## src/hw/rtl/fspa_pkg.sv

```systemverilog
package fspa_pkg;

   localparam int NUM_SLOTS_DEF = 256;

   localparam int SLOT_W  = 8;
   localparam int COUNT_W = 9;

   localparam logic [COUNT_W-1:0] POOL_SLOTS_RESET = 9'd256;

   localparam logic [1:0] REQ_ALLOC = 2'd0;
   localparam logic [1:0] REQ_FREE  = 2'd1;
   localparam logic [1:0] REQ_CLEAR = 2'd2;

   localparam logic [1:0] ST_OK    = 2'd0;
   localparam logic [1:0] ST_FULL  = 2'd1;
   localparam logic [1:0] ST_RANGE = 2'd2;
   localparam logic [1:0] ST_NULL  = 2'd3;

   typedef struct packed {
      logic [1:0]        req_type;
      logic [SLOT_W-1:0] slot_index;
      logic              is_null;
   } req_item_type;

   typedef struct packed {
      logic [SLOT_W-1:0]  granted_slot;
      logic [1:0]         status;
      logic               can_allocate;
      logic [COUNT_W-1:0] used_slots;
   } rsp_item_type;

endpackage

```

## src/hw/rtl/fixed_slot_pool_allocator.sv

```systemverilog
// Fixed-size slot allocator with a free list threaded lazily through the slots.
// req channel (valid/ready): allocate, free or clear; rsp channel (valid/ready):
// one result item per request with granted slot, status, can_allocate and the
// used count after the request. csr_wr_en/csr_wr_data set the pool size.
// Request accepted into an input register, executed from there into the result
// register behind rsp_valid; an allocate may also wait on the link read.
// Throughput: one item per cycle for frees, clears and allocates on an
// unchanged head while the receiver takes results. An allocate right after
// any item that moved the head (or rewrote its link) waits for the registered
// link-memory read of the new head, so successful allocates never run back to back.
// Reset clears head, used count and all slot marks at once and sets the pool
// size to 256; the link memory needs no clearing, an entry is only followed
// while its mark is set. A stalled receiver holds the result register; the
// input register still takes one more item, then req_ready drops.
module fixed_slot_pool_allocator #(
   parameter int NUM_SLOTS = fspa_pkg::NUM_SLOTS_DEF
) (
   input  logic                   clock,
   input  logic                   reset,
   input  logic                   req_valid,
   output logic                   req_ready,
   input  fspa_pkg::req_item_type req_item,
   output logic                   rsp_valid,
   input  logic                   rsp_ready,
   output fspa_pkg::rsp_item_type rsp_item,
   input  logic                   csr_wr_en,
   input  logic [8:0]             csr_wr_data
);
   import fspa_pkg::*;

   // only slots below 256 can ever be freed, so storage stops there
   localparam int LINK_DEPTH = (NUM_SLOTS < 256) ? NUM_SLOTS : 256;
   localparam int IDX_W      = $clog2(LINK_DEPTH);
   localparam int CLAMP      = (NUM_SLOTS > 511) ? 511 : NUM_SLOTS;
   localparam logic [COUNT_W-1:0] DEPTH_C = COUNT_W'(LINK_DEPTH);
   localparam logic [COUNT_W-1:0] CLAMP_C = COUNT_W'(CLAMP);

   logic [COUNT_W-1:0]    pool_slots_ff;
   logic                  req_valid_ff;
   req_item_type          req_ff;
   logic                  rsp_valid_ff;
   rsp_item_type          rsp_ff;
   rsp_item_type          rsp_in;
   logic [COUNT_W-1:0]    head_ff, head_in;
   logic [COUNT_W-1:0]    used_ff, used_in;
   logic [LINK_DEPTH-1:0] mark_ff, mark_in;
   logic                  fresh_ff, fresh_in;
   logic [COUNT_W-1:0]    link_rd_ff;
   logic [COUNT_W-1:0]    link_mem [LINK_DEPTH];

   logic [COUNT_W-1:0] lim;
   logic               full;
   logic               mark_hit;
   logic               link_ok;
   logic               exec_fire;
   logic               mem_we;
   logic [IDX_W-1:0]   wr_idx;

   assign lim      = (pool_slots_ff > CLAMP_C) ? CLAMP_C : pool_slots_ff;
   assign full     = (used_ff >= lim);
   assign mark_hit = (head_ff < DEPTH_C) && mark_ff[head_ff[IDX_W-1:0]];
   assign wr_idx   = req_ff.slot_index[IDX_W-1:0];

   // allocate must see the link read for the current head
   assign link_ok   = fresh_ff || (req_ff.req_type != REQ_ALLOC);
   assign exec_fire = req_valid_ff && link_ok && (!rsp_valid_ff || rsp_ready);
   assign req_ready = !req_valid_ff || exec_fire;

   always_comb begin
      head_in = head_ff;
      used_in = used_ff;
      mark_in = mark_ff;
      mem_we  = 1'b0;
      rsp_in.granted_slot = '0;
      rsp_in.status       = ST_OK;
      if (exec_fire) begin
         unique case (req_ff.req_type)
            REQ_ALLOC: begin
               if (full) begin
                  rsp_in.status = ST_FULL;
               end else begin
                  rsp_in.granted_slot = head_ff[SLOT_W-1:0];
                  head_in = mark_hit ? link_rd_ff : head_ff + 9'd1;
                  used_in = used_ff + 9'd1;
               end
            end
            REQ_FREE: begin
               if (req_ff.is_null) begin
                  rsp_in.status = ST_NULL;
               end else if ({1'b0, req_ff.slot_index} >= lim) begin
                  rsp_in.status = ST_RANGE;
               end else begin
                  mem_we          = 1'b1;
                  mark_in[wr_idx] = 1'b1;
                  head_in         = {1'b0, req_ff.slot_index};
                  if (used_ff != '0) begin
                     used_in = used_ff - 9'd1;
                  end
               end
            end
            REQ_CLEAR: begin
               head_in = '0;
               used_in = '0;
               mark_in = '0;
            end
            default: begin
            end
         endcase
      end
      rsp_in.can_allocate = (used_in < lim);
      rsp_in.used_slots   = used_in;
      fresh_in = !(exec_fire && ((head_in != head_ff) || mem_we));
   end

   always_ff @(posedge clock) begin
      if (reset) begin
         pool_slots_ff <= POOL_SLOTS_RESET;
         req_valid_ff  <= 1'b0;
         rsp_valid_ff  <= 1'b0;
         head_ff       <= '0;
         used_ff       <= '0;
         mark_ff       <= '0;
         fresh_ff      <= 1'b0;
      end else begin
         if (csr_wr_en) begin
            pool_slots_ff <= csr_wr_data;
         end
         if (req_ready) begin
            req_valid_ff <= req_valid;
         end
         if (exec_fire) begin
            rsp_valid_ff <= 1'b1;
         end else if (rsp_ready) begin
            rsp_valid_ff <= 1'b0;
         end
         head_ff  <= head_in;
         used_ff  <= used_in;
         mark_ff  <= mark_in;
         fresh_ff <= fresh_in;
      end
   end

   always_ff @(posedge clock) begin
      if (req_ready && req_valid) begin
         req_ff <= req_item;
      end
      if (exec_fire) begin
         rsp_ff <= rsp_in;
      end
   end

   // link memory: one write port, one registered read that tracks the head
   always_ff @(posedge clock) begin
      if (mem_we) begin
         link_mem[wr_idx] <= head_ff;
      end
      link_rd_ff <= link_mem[head_ff[IDX_W-1:0]];
   end

   assign rsp_valid = rsp_valid_ff;
   assign rsp_item  = rsp_ff;

endmodule

```

## config.mk

```make
export PLATFORM = sky130hd
export DESIGN_NAME = fixed_slot_pool_allocator
export DESIGN_NICKNAME = d
export VERILOG_FILES = /design/src/hw/rtl/fspa_pkg.sv /design/src/hw/rtl/fixed_slot_pool_allocator.sv
export SDC_FILE = /design/constraint.sdc
export NUM_CORES = 2
export LEC_CHECK = 0
export BUFFER_PORTS_ARGS = -buffer_cell sky130_fd_sc_hd__buf_2
export CAP_MARGIN = 5
export CORE_ASPECT_RATIO = 2
export CORE_MARGIN = 4
export CORE_UTILIZATION = 60
export CTS_CLUSTER_SIZE = 28
export DETAILED_ROUTE_END_ITERATION = 12
export GPL_TIMING_DRIVEN = 0
export HOLD_SLACK_MARGIN = 0.03
export MAX_ROUTING_LAYER = met4
export PLACE_DENSITY_LB_ADDON = 0.1
export SLEW_MARGIN = 5
export SYNTH_ARGS = -nofsm -noshare
export SYNTH_HDL_FRONTEND = slang
export SYNTH_SLANG_ARGS = --single-unit
```

## constraint.sdc

```tcl
create_clock -name clock -period 7.9 [get_ports clock]
set_input_delay 1.185 -clock clock [delete_from_list [all_inputs] [get_ports clock]]
set_output_delay 1.185 -clock clock [all_outputs]
set_load 0.01 [all_outputs]
```

==> reports/qor.yml <==
synthesis:
  synthTopCellsByArea: "edfxtp_1, mux4_2, dfxtp_1, nor2_1, a21oi_1"
  syn_avg_cell_area_um2: 19.2
  postSynthCellCount: 5376
  yosys_warnings: 0
  synth-edff-count: 2335
  synthXorXnorAreaFrac: 0.000510
  syn_area_um2: 103000
  synth_compound_area_frac: 0.0347
  synth_commonest_cells: "edfxtp_1, mux4_2, nor2_1"
  synth_top_family_by_area: "multiplexers"
  synth_simple_gate_area_frac: 0.0346
  syn-num-nets: 5429
  ys_seq_area_frac: 0.738
  ys_types: 64
  synth_top_area_frac: 0.681
  synth_area_leader_cell: "edfxtp_1"
  synth-async-reset-ratio: 0
  yosys.cell_count.top_type: "edfxtp_1"
  synth.area.mux_share: 0.171
  synth_seq_cells: 2630
  synthFlopType: "edfxtp_1"
  synth-adder-area-share: 0.00340
placed_design:
  hpwl_um: 253000
  io_buffers: 45
  gp_congestion: 1.07
  place_inst: 7746
  place_area_um2: 107000
cells_and_area:
  final_layout_size_suffix_gt1_frac: 0.237
  final_cells: 8188
  fin_area_um2: 115000
  final_net_count: 5760
  syn2layout_area_growth_pct: 11.3
  fin_util: 0.673
floorplan:
  die_w_um: 301
  row_count: 214
  start_util: 0.605
  core-area_um2: 170000
  dieHeight_um: 594
  dieArea_um2: 179000
  io-pin-count: 47
timing:
  max_freq_mhz: 131
  period_share: 0.967
  slew_viol_final: 0
  fin_crit_ns: 7.64
  rsz0062_at_grt: "false"
  slew_headroom: 0.00514
  setup_viol: 0
  clock_skew_ns: 0.0584
  final_hold_viol_count: 0
  worstMarginPinSlew_ns: 1.48
worst_setup_path:
  critPathLaunchType: "flip-flop"
  crit_type: "reg2reg"
  crit_fanout: 69
  required_ns: 8.61
  endpoint_kind: "flip-flop"
  worstPathArrival_ns: 8.35
  cp_top_family: "buffers and inverters"
  cp_slowest_cell: "clkbuf_1"
  critical_path_buf_inv_count: 7
  crit_chain: "buf_16 -> buf_4 -> buf_4 -> buf_2 -> buf_2 -> buf_2 -> clkbuf_1 -> mux4_2 -> o22ai_1 -> a211oi_1 -> a211oi_1 -> a311oi_1 -> a211oi_1 -> a21oi_1"
  crit_path_max_incr_delay_ns: 1.09
power:
  total_power_uw: 27100
  worst_ir_drop_vdd_mv: 0.220
  cellPowerDensity_nw_per_um2: 237
  leakage_uw: 0.0376
detailed_routing:
  wl_met1_um: 107000
  route.met2.wl_um: 179000
  drc: 0
  drtAntennaViolNets: 0
  dr.pass1.iters: 9
  wl_met3_um: 40100
  route.detailed.wl_per_inst_um: 45.0
  vias_per_cell: 7.27
  highest_layer: "met4"
  vias: 59600
  drt-initial-drc-count: 9613
  routed_wl_um: 368000
global_route:
  grt_max_degree: 102
  grt.total_usage: 0.428
  grt_overflow: 0
  grt_pass1_wl_um: 492000
  grt_pass1_vias: 57800
  antenna_found_initial: 27
clocking:
  cts.path.max_buffers: 4
  clk_pin_slew_ns: 0.07
  ctsResizeCount: 0
  cts_root_buffer: "clkbuf_16"
  htree_levels: 4
  cts_sinks: 2630
  postCtsHoldBufs: 0
  cts_tree: "built"
  cts_buffers: 219
  clock_latency_ns: 0.90
  postCtsSetupRepairBufs: 0
job:
  maxCapViolations: 1
worst_hold_path:
  min_path_type: "reg2reg"
status:
  status: "finished with violations"
  violations: "max-capacitance violations"
[area by class of cell]
class,count,area (µm²)
Clock buffer,276,5920
Sequential cell,2630,76100
Buffer,345,1790
Fill cell,11300,55600
Clock inverter,112,1060
Antenna cell,46,115
Tap cell,2268,2840
Multi-Input combinational cell,2382,25300
Timing Repair Buffer,110,1510
Inverter,19,71.3
[worst register-to-register path: stages (launching register included)]
cell and delay (ns):
dfxtp_4 0.76, buf_16 0.37, buf_4 0.36, buf_4 0.30, buf_2 0.27, buf_2 0.54, buf_2 0.67, clkbuf_1 1.10
mux4_2 0.50, o22ai_1 0.08, a211oi_1 0.80, a211oi_1 0.21, a311oi_1 0.78, a211oi_1 0.19, a21oi_1 0.58
[path summary, 6_finish.rpt]
| path | depth (start not counted) | slack, ns | endpoint | startpoint |
|---|---|---|---|---|
| setup / recovery | 14 | 0.26 | link_rd_ff[6]$_DFF_P_ | head_ff[1]$_SDFF_PP0_ |
| hold reg to reg | 2 | 0.47 | mark_ff[199]$_SDFFE_PP0P_ | mark_ff[199]$_SDFFE_PP0P_ |
| hold / removal | 2 | 0.47 | mark_ff[199]$_SDFFE_PP0P_ | mark_ff[199]$_SDFFE_PP0P_ |
| setup reg to reg | 14 | 0.26 | link_rd_ff[6]$_DFF_P_ | head_ff[1]$_SDFF_PP0_ |
[cell families (layout without fill, tap and decap cells)]
kind of cell               Yosys count  in the layout
AOI/OAI and AO/OA                  605            605
xor gates and xnor gates             6              6
adders and majority gates           28             28
buffers and inverters              364            862
DFF                               2630           2630
muxes                              872            872
other                                0             46
and+or+nand+nor                    871            871
[sequential cells by signal (all words and copies together), names as in the netlist]
signal and flops:
link_mem 2304, mark_ff 256, link_rd_ff 9, rsp_item 20
req_ff 3, fresh_ff 1, pool_slots_ff 9, wr_idx 8
req_valid_ff 1, used_ff 9, rsp_valid 1, head_ff 9
[metrics by stage]
step                      setup WS, ns  TNS, ns  hold WS (ns)
after detailed placement         0.644        0         0.455
after global routing             0.537        0         0.487
final                            0.257        0         0.468
after global placement           -6.49  -404.53         0.442
after CTS                        0.658        0         0.471
after floorplan                   1.02        0         0.431
[layer usage]
layer,vias to the layer above,track usage
li1,22500,-
met1,30600,0.457
met2,4916,0.666
met3,1567,0.109
met4,0,0.364
met5,-,-
[placed cells by master (no fill, tap or decap), types with 34 or more instances in the layout]
cell / count
edfxtp_1: 2335
mux4_2: 711
nor2_1: 586
a21oi_1: 337
dfxtp_1: 286
clkbuf_16: 225
clkbuf_1: 186
mux2i_1: 142
nand2_1: 124
buf_2: 115
o21ai_0: 76
clkbuf_2: 63
diode_2: 46
clkinv_2: 44
clkinv_1: 40
o22ai_1: 39
o221ai_1: 37
buf_6: 36
a211oi_1: 34
[report_power, final]
group / internal, µW / switching (µW) / total, µW / leakage [µW]
Combinational: 325 / 794 / 1120 / 0.00834
Sequential: 15000 / 33.1 / 15100 / 0.0258
Clock: 5970 / 5000 / 11000 / 0.00344
Power figures use the tool's default switching activity.
